`src/sv/isc_pkg.sv`:
```
// Shared types and constants for the integer stack calculator.
// Used by the controller, the datapath and the top level.
package isc_pkg;

  localparam int unsigned WORD_W = 32;
  localparam int unsigned REQ_W  = 3;
  localparam int unsigned ST_W   = 2;
  localparam int unsigned LIM_W  = 5;

  typedef enum logic [REQ_W-1:0] {
    REQ_PUSH     = 3'd0,
    REQ_POP      = 3'd1,
    REQ_ADD      = 3'd2,
    REQ_SUB      = 3'd3,
    REQ_MULT     = 3'd4,
    REQ_DIV      = 3'd5,
    REQ_ADD_ALL  = 3'd6,
    REQ_MULT_ALL = 3'd7
  } req_t;

  typedef enum logic [ST_W-1:0] {
    ST_OK   = 2'd0,
    ST_FULL = 2'd1,
    ST_FEW  = 2'd2,
    ST_DIVZ = 2'd3
  } status_t;

  // Controller to datapath
  typedef struct packed {
    logic load;       // clear multiplier partial product and step counter
    logic rd_top;     // select subtraction in fin_alu
    logic cap_a;      // capture read data into operand a
    logic cap_b;      // capture read data into operand b
    logic fold_init;  // set accumulator to fold start value
    logic fold_step;  // fold read data into accumulator
    logic mul_step;   // one shift-add step of the multiplier
    logic div_init;   // start division from operand a and read data
    logic div_step;   // one restoring step
    logic fin_div;    // apply quotient sign
    logic fin_alu;    // compute add/sub result, or copy product, into accumulator
  } cmd_t;

  // Datapath to controller
  typedef struct packed {
    logic step_last;  // counter at final step
  } sts_t;

endpackage

```
`src/sv/integer_stack_calculator.sv`:
```
// Integer stack calculator top level: controller, datapath, limit register.
// Mult and div run 32 steps of the shared shift-add/restoring unit; folds read
// each stored entry in turn. Push and refusals take a word every cycle while the
// output is not stalled; other requests hold the input until they are done.
// One word at a time.
// Synchronous active-low reset empties the stack and sets the limit to 16.
module integer_stack_calculator import isc_pkg::*; #(
  parameter int unsigned DEPTH = 16
) (
  input  logic              clk,
  input  logic              rst_n,
  input  logic              cfg_we,
  input  logic [LIM_W-1:0]  cfg_stack_limit,
  input  logic              in_valid,
  output logic              in_stall,
  input  logic [REQ_W-1:0]  in_req_type,
  input  logic [WORD_W-1:0] in_operand_value,
  output logic              out_valid,
  input  logic              out_stall,
  output logic [WORD_W-1:0] out_result_value,
  output logic [ST_W-1:0]   out_status,
  output logic [LIM_W-1:0]  out_depth
);

  localparam int unsigned AW = (DEPTH > 1) ? $clog2(DEPTH) : 1;

  logic [LIM_W-1:0]  limit_r;
  cmd_t              cmd;
  sts_t              sts;
  logic [AW-1:0]     rd_addr, wr_addr;
  logic              wr_en, is_mult;
  logic [WORD_W-1:0] wr_data, rd_data, acc;

  always_ff @(posedge clk) begin
    if (!rst_n) limit_r <= LIM_W'(16);
    else if (cfg_we) limit_r <= cfg_stack_limit;
  end

  isc_ctrl #(.DEPTH(DEPTH), .AW(AW)) u_ctrl (
    .clk, .rst_n, .in_valid, .in_stall, .in_req_type, .in_operand_value,
    .out_valid, .out_stall, .out_result_value, .out_status, .out_depth,
    .cap(limit_r), .rd_data, .acc, .sts, .cmd, .rd_addr,
    .wr_en, .wr_addr, .wr_data, .is_mult
  );

  isc_datapath #(.DEPTH(DEPTH), .AW(AW)) u_dp (
    .clk, .cmd, .rd_addr, .wr_en, .wr_addr, .wr_data, .is_mult,
    .rd_data, .acc, .sts
  );

endmodule

```
`src/sv/isc_datapath.sv`:
```
// Datapath: stack memory, operand registers, shift-add multiplier and
// restoring divider sharing one step counter. Depends on isc_pkg.
module isc_datapath import isc_pkg::*; #(
  parameter int unsigned DEPTH = 16,
  parameter int unsigned AW    = 4
) (
  input  logic              clk,
  input  cmd_t              cmd,
  input  logic [AW-1:0]     rd_addr,
  input  logic              wr_en,
  input  logic [AW-1:0]     wr_addr,
  input  logic [WORD_W-1:0] wr_data,
  input  logic              is_mult,
  output logic [WORD_W-1:0] rd_data,
  output logic [WORD_W-1:0] acc,
  output sts_t              sts
);

  logic [WORD_W-1:0] mem [DEPTH];
  logic [WORD_W-1:0] rd_r;
  logic [WORD_W-1:0] a_r, b_r, acc_r, rem_r;
  logic [5:0]        step_r;
  logic              qneg_r;

  always_ff @(posedge clk) begin
    if (wr_en) mem[wr_addr] <= wr_data;
    rd_r <= mem[rd_addr];
  end

  logic [WORD_W:0]   rem_sh;
  logic [WORD_W:0]   rem_sub;
  logic [WORD_W-1:0] fold_mul;

  assign rem_sh  = {rem_r, acc_r[WORD_W-1]};
  assign rem_sub = rem_sh - {1'b0, b_r};

  always_ff @(posedge clk) begin
    if (cmd.load) begin
      rem_r  <= '0;
      step_r <= '0;
    end
    if (cmd.cap_a) a_r <= rd_r;
    if (cmd.cap_b) b_r <= rd_r;
    if (cmd.fold_init) acc_r <= is_mult ? WORD_W'(1) : '0;
    if (cmd.fold_step) acc_r <= is_mult ? (acc_r * rd_r) : (acc_r + rd_r);
    if (cmd.mul_step) begin
      if (b_r[0]) rem_r <= rem_r + a_r;
      a_r    <= a_r << 1;
      b_r    <= b_r >> 1;
      step_r <= step_r + 6'd1;
    end
    if (cmd.div_init) begin
      qneg_r <= a_r[WORD_W-1] ^ rd_r[WORD_W-1];
      acc_r  <= rd_r[WORD_W-1] ? -rd_r : rd_r;
      b_r    <= a_r[WORD_W-1] ? -a_r : a_r;
      rem_r  <= '0;
      step_r <= '0;
    end
    if (cmd.div_step) begin
      if (!rem_sub[WORD_W]) begin
        rem_r <= rem_sub[WORD_W-1:0];
        acc_r <= {acc_r[WORD_W-2:0], 1'b1};
      end else begin
        rem_r <= rem_sh[WORD_W-1:0];
        acc_r <= {acc_r[WORD_W-2:0], 1'b0};
      end
      step_r <= step_r + 6'd1;
    end
    if (cmd.fin_div && qneg_r) acc_r <= -acc_r;
    if (cmd.fin_alu) acc_r <= fold_mul;
  end

  // fin_alu: add/sub result, or copy product out of rem
  always_comb begin
    fold_mul = rem_r;
    if (!is_mult) fold_mul = cmd.rd_top ? (a_r - b_r) : (a_r + b_r);
  end

  assign rd_data       = rd_r;
  assign acc           = acc_r;
  assign sts.step_last = (step_r == 6'd31);

endmodule

```
`src/sv/isc_ctrl.sv`:
```
// Controller: sequences one request through reads, arithmetic steps and
// write-back, and drives the handshake. Depends on isc_pkg.
module isc_ctrl import isc_pkg::*; #(
  parameter int unsigned DEPTH = 16,
  parameter int unsigned AW    = 4
) (
  input  logic              clk,
  input  logic              rst_n,
  input  logic              in_valid,
  output logic              in_stall,
  input  logic [REQ_W-1:0]  in_req_type,
  input  logic [WORD_W-1:0] in_operand_value,
  output logic              out_valid,
  input  logic              out_stall,
  output logic [WORD_W-1:0] out_result_value,
  output logic [ST_W-1:0]   out_status,
  output logic [LIM_W-1:0]  out_depth,
  input  logic [LIM_W-1:0]  cap,
  input  logic [WORD_W-1:0] rd_data,
  input  logic [WORD_W-1:0] acc,
  input  sts_t              sts,
  output cmd_t              cmd,
  output logic [AW-1:0]     rd_addr,
  output logic              wr_en,
  output logic [AW-1:0]     wr_addr,
  output logic [WORD_W-1:0] wr_data,
  output logic              is_mult
);

  typedef enum logic [10:0] {
    S_IDLE  = 11'b00000000001,
    S_RD1   = 11'b00000000010,
    S_RD2   = 11'b00000000100,
    S_CAPB  = 11'b00000001000,
    S_MUL   = 11'b00000010000,
    S_DIV   = 11'b00000100000,
    S_FIN   = 11'b00001000000,
    S_FRD   = 11'b00010000000,
    S_FSTEP = 11'b00100000000,
    S_WB    = 11'b01000000000,
    S_OUT   = 11'b10000000000
  } state_t;

  state_t             state_r, state_nxt;
  logic [AW:0]        count_r, count_nxt;
  logic [REQ_W-1:0]   req_r;
  logic               ovalid_r, ovalid_nxt;
  logic [WORD_W-1:0]  ores_r, ores_nxt;
  logic [ST_W-1:0]    ost_r, ost_nxt;
  logic [AW:0]        fidx_r, fidx_nxt;

  logic               take;
  logic               out_free;
  logic               divz_nxt;
  logic [AW:0]        capc;

  assign capc     = (32'(cap) > DEPTH) ? (AW+1)'(DEPTH) : (AW+1)'(cap);
  assign out_free = !ovalid_r || !out_stall;
  assign in_stall = (state_r != S_IDLE) || !out_free;
  assign take     = in_valid && !in_stall;
  assign is_mult  = (state_r == S_IDLE) ? (in_req_type == REQ_MULT_ALL) :
                    ((req_r == REQ_MULT) || (req_r == REQ_MULT_ALL));

  // Division by zero is found when the top entry is read
  assign divz_nxt = (state_r == S_RD2) && (req_r == REQ_DIV) && (rd_data == '0);

  always_comb begin
    state_nxt  = state_r;
    count_nxt  = count_r;
    ovalid_nxt = ovalid_r && out_stall;
    ores_nxt   = ores_r;
    ost_nxt    = ost_r;
    fidx_nxt   = fidx_r;
    cmd        = '0;
    cmd.load   = take;
    rd_addr    = count_r[AW-1:0] - AW'(1);
    wr_en      = 1'b0;
    wr_addr    = count_r[AW-1:0];
    wr_data    = in_operand_value;
    unique case (state_r)
      S_IDLE: begin
        if (take) begin
          ost_nxt  = ST_OK;
          ores_nxt = '0;
          unique case (req_t'(in_req_type))
            REQ_PUSH: begin
              if (count_r >= capc) begin
                ost_nxt = ST_FULL;
              end else begin
                wr_en     = 1'b1;
                ores_nxt  = in_operand_value;
                count_nxt = count_r + (AW+1)'(1);
              end
              ovalid_nxt = 1'b1;
            end
            REQ_POP, REQ_ADD, REQ_SUB, REQ_MULT, REQ_DIV: begin
              if ((in_req_type == REQ_POP && count_r == '0) ||
                  (in_req_type != REQ_POP && count_r < (AW+1)'(2))) begin
                ost_nxt    = ST_FEW;
                ovalid_nxt = 1'b1;
              end else begin
                state_nxt = S_RD1;
              end
            end
            REQ_ADD_ALL, REQ_MULT_ALL: begin
              if (capc == '0) begin
                ost_nxt    = ST_FULL;
                ovalid_nxt = 1'b1;
              end else begin
                fidx_nxt      = '0;
                cmd.fold_init = 1'b1;
                state_nxt     = (count_r == '0) ? S_WB : S_FRD;
              end
            end
            default: ;
          endcase
        end
      end
      S_RD1: begin
        // top entry read issued here, second next cycle
        rd_addr   = count_r[AW-1:0] - AW'(1);
        state_nxt = S_RD2;
      end
      S_RD2: begin
        rd_addr = count_r[AW-1:0] - AW'(2);
        if (req_r == REQ_POP) begin
          ores_nxt   = rd_data;
          count_nxt  = count_r - (AW+1)'(1);
          ovalid_nxt = 1'b1;
          state_nxt  = S_OUT;
        end else begin
          cmd.cap_a = 1'b1;
          state_nxt = S_CAPB;
        end
      end
      S_CAPB: begin
        unique case (req_t'(req_r))
          REQ_ADD, REQ_SUB: begin
            cmd.cap_b = 1'b1;
            state_nxt = S_FIN;
          end
          REQ_MULT: begin
            cmd.cap_b = 1'b1;
            state_nxt = S_MUL;
          end
          default: begin
            cmd.div_init = 1'b1;
            state_nxt    = S_DIV;
          end
        endcase
      end
      S_MUL: begin
        // a = top, b = second; product builds in the remainder register
        cmd.mul_step = 1'b1;
        if (sts.step_last) state_nxt = S_FIN;
      end
      S_DIV: begin
        cmd.div_step = 1'b1;
        if (sts.step_last) state_nxt = S_FIN;
      end
      S_FIN: begin
        if (req_r == REQ_DIV) cmd.fin_div = 1'b1;
        else begin
          cmd.fin_alu = 1'b1;
          cmd.rd_top  = (req_r == REQ_SUB);
        end
        state_nxt = S_WB;
      end
      S_FRD: begin
        rd_addr   = fidx_r[AW-1:0];
        state_nxt = S_FSTEP;
      end
      S_FSTEP: begin
        cmd.fold_step = 1'b1;
        fidx_nxt      = fidx_r + (AW+1)'(1);
        if (fidx_r + (AW+1)'(1) >= count_r) state_nxt = S_WB;
        else state_nxt = S_FRD;
      end
      S_WB: begin
        wr_en = 1'b1;
        if (req_r == REQ_ADD_ALL || req_r == REQ_MULT_ALL) begin
          wr_addr    = '0;
          wr_data    = acc;
          ores_nxt   = acc;
          count_nxt  = (AW+1)'(1);
          ovalid_nxt = 1'b1;
        end else if (req_r == REQ_DIV && ost_r == ST_DIVZ) begin
          wr_en      = 1'b0;
          ovalid_nxt = 1'b1;
        end else begin
          wr_addr    = count_r[AW-1:0] - AW'(2);
          wr_data    = acc;
          ores_nxt   = acc;
          count_nxt  = count_r - (AW+1)'(1);
          ovalid_nxt = 1'b1;
        end
        state_nxt = S_OUT;
      end
      S_OUT: begin
        state_nxt = S_IDLE;
      end
      default: state_nxt = S_IDLE;
    endcase
    // S_OUT lets the registered output become visible first and holds while it is stalled
    if (state_r == S_OUT && ovalid_r && out_stall) state_nxt = S_OUT;
  end

  always_ff @(posedge clk) begin
    if (!rst_n) begin
      state_r  <= S_IDLE;
      count_r  <= '0;
      ovalid_r <= 1'b0;
    end else begin
      state_r  <= (divz_nxt) ? S_WB : state_nxt;
      count_r  <= count_nxt;
      ovalid_r <= ovalid_nxt;
    end
    if (take) req_r <= in_req_type;
    ores_r <= ores_nxt;
    ost_r  <= divz_nxt ? ST_DIVZ : ost_nxt;
    fidx_r <= fidx_nxt;
  end

  assign out_valid        = ovalid_r;
  assign out_result_value = ores_r;
  assign out_status       = ost_r;
  assign out_depth        = LIM_W'(count_r);

endmodule

```
`config.mk`:
```
export PLATFORM = sky130hd
export DESIGN_NAME = integer_stack_calculator
export DESIGN_NICKNAME = d
export VERILOG_FILES = /design/src/sv/isc_pkg.sv /design/src/sv/integer_stack_calculator.sv /design/src/sv/isc_datapath.sv /design/src/sv/isc_ctrl.sv
export SDC_FILE = /design/constraint.sdc
export NUM_CORES = 2
export LEC_CHECK = 0
export ABC_AREA = 1
export CAP_MARGIN = 20
export CORE_ASPECT_RATIO = 0.7
export CORE_UTILIZATION = 40
export DETAILED_ROUTE_END_ITERATION = 10
export DONT_BUFFER_PORTS = 1
export PLACE_DENSITY = 0.63
export SLEW_MARGIN = 25
export SYNTH_ARGS = -nofsm -noshare
export SYNTH_HDL_FRONTEND = slang
export SYNTH_SLANG_ARGS = --single-unit
export TNS_END_PERCENT = 20
```
`constraint.sdc`:
```
create_clock -name clk -period 17.8 [get_ports clk]
set_input_delay 0.89 -clock clk [delete_from_list [all_inputs] [get_ports clk]]
set_output_delay 0.89 -clock clk [all_outputs]
set_load 0.02 [all_outputs]
```
=== Yosys cells after proc, flatten, opt, wreduce, memory -nomap -nowiden ===
Memory sizes are Yosys's and may differ from the RTL's. A register that Yosys moved wholly into a read port is not among the register bits.
Index checks and enable logic that the tools add are counted.

* Div/mod/pow operators: 0
* Reductions and logical operators: 43
* Mux-type cells: 103
* $add $sub $neg: 14
* Order comparisons: 4
* Bitwise gates (word level): 2
* Shift operators: 0
* Eq/ne operators: 50
* Multiply operators: 1

{| class="wikitable"
|+ Operators by type and width
! operator !! count
|-
| 32-bit two-way mux || 31
|-
| 11-bit one-hot mux with 9 select lines || 1
|-
| 32-bit adder || 3
|-
| 32-bit negation || 3
|-
| 32-bit one-hot mux with 3 select lines || 1
|-
| 11-bit two-way mux || 6
|-
| 5-bit two-way mux || 10
|-
| 1-bit two-way mux || 33
|-
| 33-bit by 32-bit subtractor with 33-bit output || 1
|-
| 32-bit zero test || 1
|-
| 32-bit by 32-bit multiplier with 32-bit output || 1
|-
| 32-bit subtractor || 1
|-
| 10-bit two-way mux || 3
|-
| 3-bit == test, second input constant || 8
|-
| 6-bit two-way mux || 4
|-
| 11-bit one-hot mux with 2 select lines || 1
|-
| 5-bit by 4-bit inequality test with 1-bit output, second input constant || 3
|-
| 5-bit one-hot mux with 3 select lines || 1
|-
| 5-bit AND reduction || 3
|-
| 7-bit one-hot mux with 2 select lines || 1
|-
| 3-bit by 2-bit == test with 1-bit output, second input constant || 4
|-
| 4-bit two-way mux || 3
|-
| 4-bit inequality test, second input constant || 3
|-
| 11-bit by 1-bit == test with 1-bit output, second input constant || 1
|-
| other kinds (52) || 90
|}

* Memories: 1
* Memory bits (read-only): 0
* Memory bits (writable): 512
* Register bits: 199
* Latch bits: 0
* Input port bits: 45
* Word-level logic and storage cells: 235

{| class="wikitable"
|+ Memory list
! name !! depth !! width !! rd ports !! clocked after Yosys merged registers in !! write ports !! line !! RTL
|-
| u_dp.mem || 16 || 32 || 1 || 1 || 1 || isc_datapath.sv:19 || <nowiki>logic [WORD_W-1:0] mem [DEPTH];</nowiki>
|}

=== Longest topological paths before layout ===
* Word-level depth: 14
* Mapped depth: 36

=== Modules after synthesis ===
Synthesis repeated with hierarchy kept, for this count alone.

* Cell total of the unflattened synthesis: 7064
* Area total of the unflattened synthesis: 59548.4 um2

{| class="wikitable"
|+ Modules (own cells, without submodules)
! module !! times used !! area an instance (um2) !! cells each !! seq. area each (um2)
|-
| isc_datapath || 1 || 54825.1 || 6411 || 19738.9
|-
| isc_ctrl || 1 || 4510.6 || 623 || 1581.5
|-
| integer_stack_calculator || 1 || 212.7 || 30 || 100.1
|}

=== Worst setup path before layout ===
No wires, ideal clock.

* Path type: flip-flop to flip-flop
* Start: reg u_dp.acc_r[15] (netlist: u_dp.acc[15])
* End: reg u_dp.acc_r[29] (netlist: u_dp.acc[29]) (data pin)
* Arrival: 6633 ps
* Library setup time: 262 ps
* Period minus slack after synthesis: 6895 ps
* Path buffers: 2
* Slack: 10905 ps
* Stages on the path, launching flop included: 30
* Path through: edfxtp_1 -> clkbuf_1 -> buf_1 -> nand2_1 -> inv_1 -> fa_1 -> inv_1 -> fa_1 -> fa_1 -> fa_1 -> inv_1 -> fa_1 -> inv_1 -> fa_1 -> inv_1 -> fa_1 -> fa_1 -> ha_1 -> a21oi_1 -> o21ai_0 -> a21oi_1 -> nand3_1 -> a21oi_1 -> o21ai_0 -> a21oi_1 -> o21ai_0 -> nand3_1 -> nand2_1 -> nand2_1 -> nand3_1

* Word-level cells in the longest chain between the ends: 7
* Elaborated cells between the ends (all ways): 9

{| class="wikitable"
|+ Ends and longest elaborated chain
! what !! line !! RTL
|-
| start: declaration || isc_datapath.sv:21 || <nowiki>logic [WORD_W-1:0] a_r, b_r, acc_r, rem_r;</nowiki>
|-
| start signal: assignment || isc_datapath.sv:44 || <nowiki>if (cmd.fold_init) acc_r <= is_mult ? WORD_W'(1) : '0;</nowiki>
|-
| start signal: assignment || isc_datapath.sv:45 || <nowiki>if (cmd.fold_step) acc_r <= is_mult ? (acc_r * rd_r) : (acc_r + rd_r);</nowiki>
|-
| start signal: assignment || isc_datapath.sv:54 || <nowiki>acc_r <= rd_r[WORD_W-1] ? -rd_r : rd_r;</nowiki>
|-
| 32-bit by 32-bit multiplier with 32-bit output / 32-bit adder (equally long branches) || isc_datapath.sv:45 ||
|-
| 32-bit two-way mux (2 in series) || isc_datapath.sv:45 ||
|-
| 32-bit two-way mux || isc_datapath.sv:52 || <nowiki>if (cmd.div_init) begin</nowiki>
|-
| 32-bit two-way mux || isc_datapath.sv:59 || <nowiki>if (cmd.div_step) begin</nowiki>
|-
| 32-bit two-way mux (*) || isc_datapath.sv:69 || <nowiki>if (cmd.fin_div && qneg_r) acc_r <= -acc_r;</nowiki>
|-
| 32-bit two-way mux (*) || isc_datapath.sv:70 || <nowiki>if (cmd.fin_alu) acc_r <= fold_mul;</nowiki>
|}

Every way passes the cells marked *; elsewhere a longest branch is shown, timed or not.
A chain may end at the register's enable or synchronous reset.

=== Final worst setup path ===
* Start: reg u_dp.rd_r[17] (netlist: u_dp.rd_data[17]) (read register of u_dp.mem)
* End: reg u_dp.acc_r[30] (netlist: u_dp.acc[30]) (data pin)

* Word-level cells in the longest chain between the ends: 7
* Elaborated cells between the ends (all ways): 10

{| class="wikitable"
|+ Ends and longest elaborated chain
! what !! line !! RTL
|-
| start: declaration || isc_datapath.sv:20 || <nowiki>logic [WORD_W-1:0] rd_r;</nowiki>
|-
| 32-bit by 32-bit multiplier with 32-bit output / 32-bit adder (equally long branches) || isc_datapath.sv:45 ||
|-
| 32-bit two-way mux (2 in series) || isc_datapath.sv:45 ||
|-
| 32-bit two-way mux (*) || isc_datapath.sv:52 ||
|-
| 32-bit two-way mux (*) || isc_datapath.sv:59 ||
|-
| 32-bit two-way mux (*) || isc_datapath.sv:69 ||
|-
| 32-bit two-way mux (*) || isc_datapath.sv:70 ||
|-
| end signal: assignment || isc_datapath.sv:54 ||
|-
| end signal: assignment || isc_datapath.sv:69 ||
|-
| end signal: assignment || isc_datapath.sv:70 ||
|}

Marked as above.

==> metrics <==
CTS Buffer Depth 3; post-cts sizing count 0; top cell type's share of synthesized area about a third; Via density 5.58; Die X between 400 and 500 um; drt total wl between 200,000 and 250,000 um; Worst EP required 18.25 ns; fillers between 10,000 and 15,000; initial drt markers ~6,500; Setup CP Type flip-flop to flip-flop; clock sinks roughly 740; hpwl dp ~160,000 um; Setup crit start kind flip-flop; Detailed Routing Iterations Pass 1 7; register area approximately 0.021 sq mm; Syn-to-layout area delta 8.44%; Yosys reg bits 743; run status completed; Hold Crit Class primary input to flip-flop; routability cong. between 1 and 1.5; Setup Total Neg Slack 0 ns; most frequent cells in the layout nand2_1, inv_1, edfxtp_1; die area roughly 0.15 sq mm; Final Hold Viols 0; post-CTS setup buffers 0; ranking of synthesized cells by area edfxtp_1, fa_1, nand2_1; initial antenna violation count 7; final setup violating endpoints 0; Mapped Cells 7,144; global-route wire length before repair around 320,000 um; Total GRT Usage around 29%; fin crit share a little under half; WP data arrival between 8 and 9 ns; footprint of the multi-input gates around 0.031 sq mm; Syn Std Cell Area 0.0596 sq mm; fin. max-slew vios 0; Wirelength per Cell ~24 um; async set or reset register ratio after synthesis 0%; GRT Residual Overflow 0; synth warn 0; Syn Nets 7,871; largest net degree at the start of global routing 239; fin crit period between 8 and 9 ns; height of the die 325 um; Slew HR a little over a quarter; RSZ-0062 raised after global routing no; vias in the first global route 47,700; Clock Skew about 0.043 ns; Starting Density about 40%; Yosys cell types 75; Core Box Area 0.148 sq mm; Syn Area/Cell between 8 and 9 sq um; sequential area share after synthesis approximately 36%; Routed Antenna Nets 0; clock slew at reported path FFs about 0.070 ns; Main synth FF type edfxtp_1; CTS root buffer clkbuf_16; I/O Buffers 0; # rows around 120; clock latency on the worst-skew pair a little over 0.7 ns; maximum clock frequency 124 MHz; commonest non-fill, non-tap cell in the layout nand2_1; Post-route DRC 0; Max Cap Violations 0; CP Max Fanout 11; CTS tree yes; Post-synth EDFFs between 600 and 700; Hold-fix buffers, CTS 0; htree depth 3; # IOs 86; top cell type by total area after synthesis edfxtp_1; fin nets 7,755; TritonCTS Buffers 80; layout cell share with drive strength beyond 1 between 5 and 6%; Worst Max-Slew Pin Slew 1.09 ns; Vias 50,700; Critical Path End Type flip-flop
final timing paths:
| kind | startpoint | slack (ns) | end | cells after the start |
|---|---|---|---|---|
| worst max-delay path | u_dp.rd_data[17]$_DFF_P_ | 9.74 | u_dp.acc[30]$_DFFE_PP_ | 27 |
| worst max register to register | u_dp.rd_data[17]$_DFF_P_ | 9.74 | u_dp.acc[30]$_DFFE_PP_ | 27 |
| worst min-delay path | rst_n | 0.27 | u_ctrl.state_r[0]$_SDFFE_PN1P_ | 1 |
| worst min register to register | limit_r[1]$_SDFFE_PN0P_ | 0.54 | limit_r[1]$_SDFFE_PN0P_ | 2 |
critical path, stage by stage (launching register included):
cell and delay [ns]:
dfxtp_1 0.84, buf_4 0.33, nand2_1 0.10, fa_1 0.57
inv_1 0.07, fa_1 0.57, inv_1 0.06, fa_1 0.50
inv_1 0.05, fa_1 0.53, inv_1 0.05, fa_1 0.45
fa_1 0.49, inv_1 0.05, fa_1 0.52, fa_1 0.44
ha_1 0.37, inv_1 0.13, nor3_1 0.26, nand4_1 0.21
nor4_1 0.24, nand2_1 0.17, nand3_1 0.11, nand3_1 0.09
o211ai_1 0.22, nand3_1 0.17, nand2_1 0.12, nand3_1 0.07
layer usage:
layer / GRT usage (%) / part of all wire, %
met1: 44.4 / 46
met5: 0.915 / 0.14
met4: 7.40 / 2.5
met3: 7.39 / 12
met2: 38.7 / 39
synth_stat cells, types with 16 or more instances:
library cell / number
edfxtp_1: 654
o221ai_1: 53
o211ai_1: 196
fa_1: 412
o21bai_1: 18
nand3_1: 352
dfxtp_1: 89
ha_1: 270
o311ai_1: 34
buf_2: 81
inv_2: 18
or2_2: 16
o21ai_1: 50
a211oi_1: 38
nor4_1: 29
a21oi_1: 379
xnor2_1: 42
buf_1: 40
a21o_1: 22
o22ai_1: 29
nor2_1: 340
nand4_1: 50
a22oi_1: 17
o21ai_0: 487
clkbuf_1: 198
nor3_1: 67
nand2_1: 1457
xor2_1: 102
a31oi_1: 23
inv_1: 1437
sequential cells by signal (all words and copies together), names as in the netlist:
signal and flops:
u_ctrl.req_r 3, u_ctrl.state_r 11, u_dp.acc 32, u_ctrl.fidx_r 5
u_dp.qneg_r 1, u_dp.step_r 6, u_dp.a_r 32, u_dp.rd_data 32
u_ctrl.out_status 2, u_dp.mem 512, u_dp.rem_r 32, u_dp.b_r 32
u_ctrl.out_result_value 32, u_ctrl.out_depth 5, u_ctrl.out_valid 1, limit_r 5
area by class of cell:
type,instances,share of cell area [%]
sequential,743,33.1
timing repair buffer,137,1.62
antenna,10,0.0387
clock buffer,113,3.48
multi-input combinational,4606,48.7
clock inverter,30,0.737
tap,1980,3.83
inverter,1460,8.48
stage by stage:
step,worst slack (ns),cell area (sq um),hold WS (ns),util [%],std cells
after floorplan,10.91,59600,0.480,-,7144
after global placement,9.86,61900,0.509,41.8,8926
after detailed placement,9.89,61900,0.521,41.8,8926
after CTS,9.85,64600,0.234,43.7,9069
after global routing,9.51,64600,0.262,43.7,9073
final,9.74,64700,0.265,43.7,9079
kinds of logic (layout without fill, tap and decap cells):
group	Yosys count	after routing	share of synthesized area [%]
simple gates	2364	2364	16.6
xor+xnor	144	144	2.12
fa+ha+maj	682	682	19.5
buf+inv	1795	1740	11.6
compound gates	1416	1416	14.2
other cells	0	10	0
flops	743	743	35.9
Power is left out: the tool's default activity adds up to more than one toggle a clock period on the data nets, which glitch-free logic cannot reach.
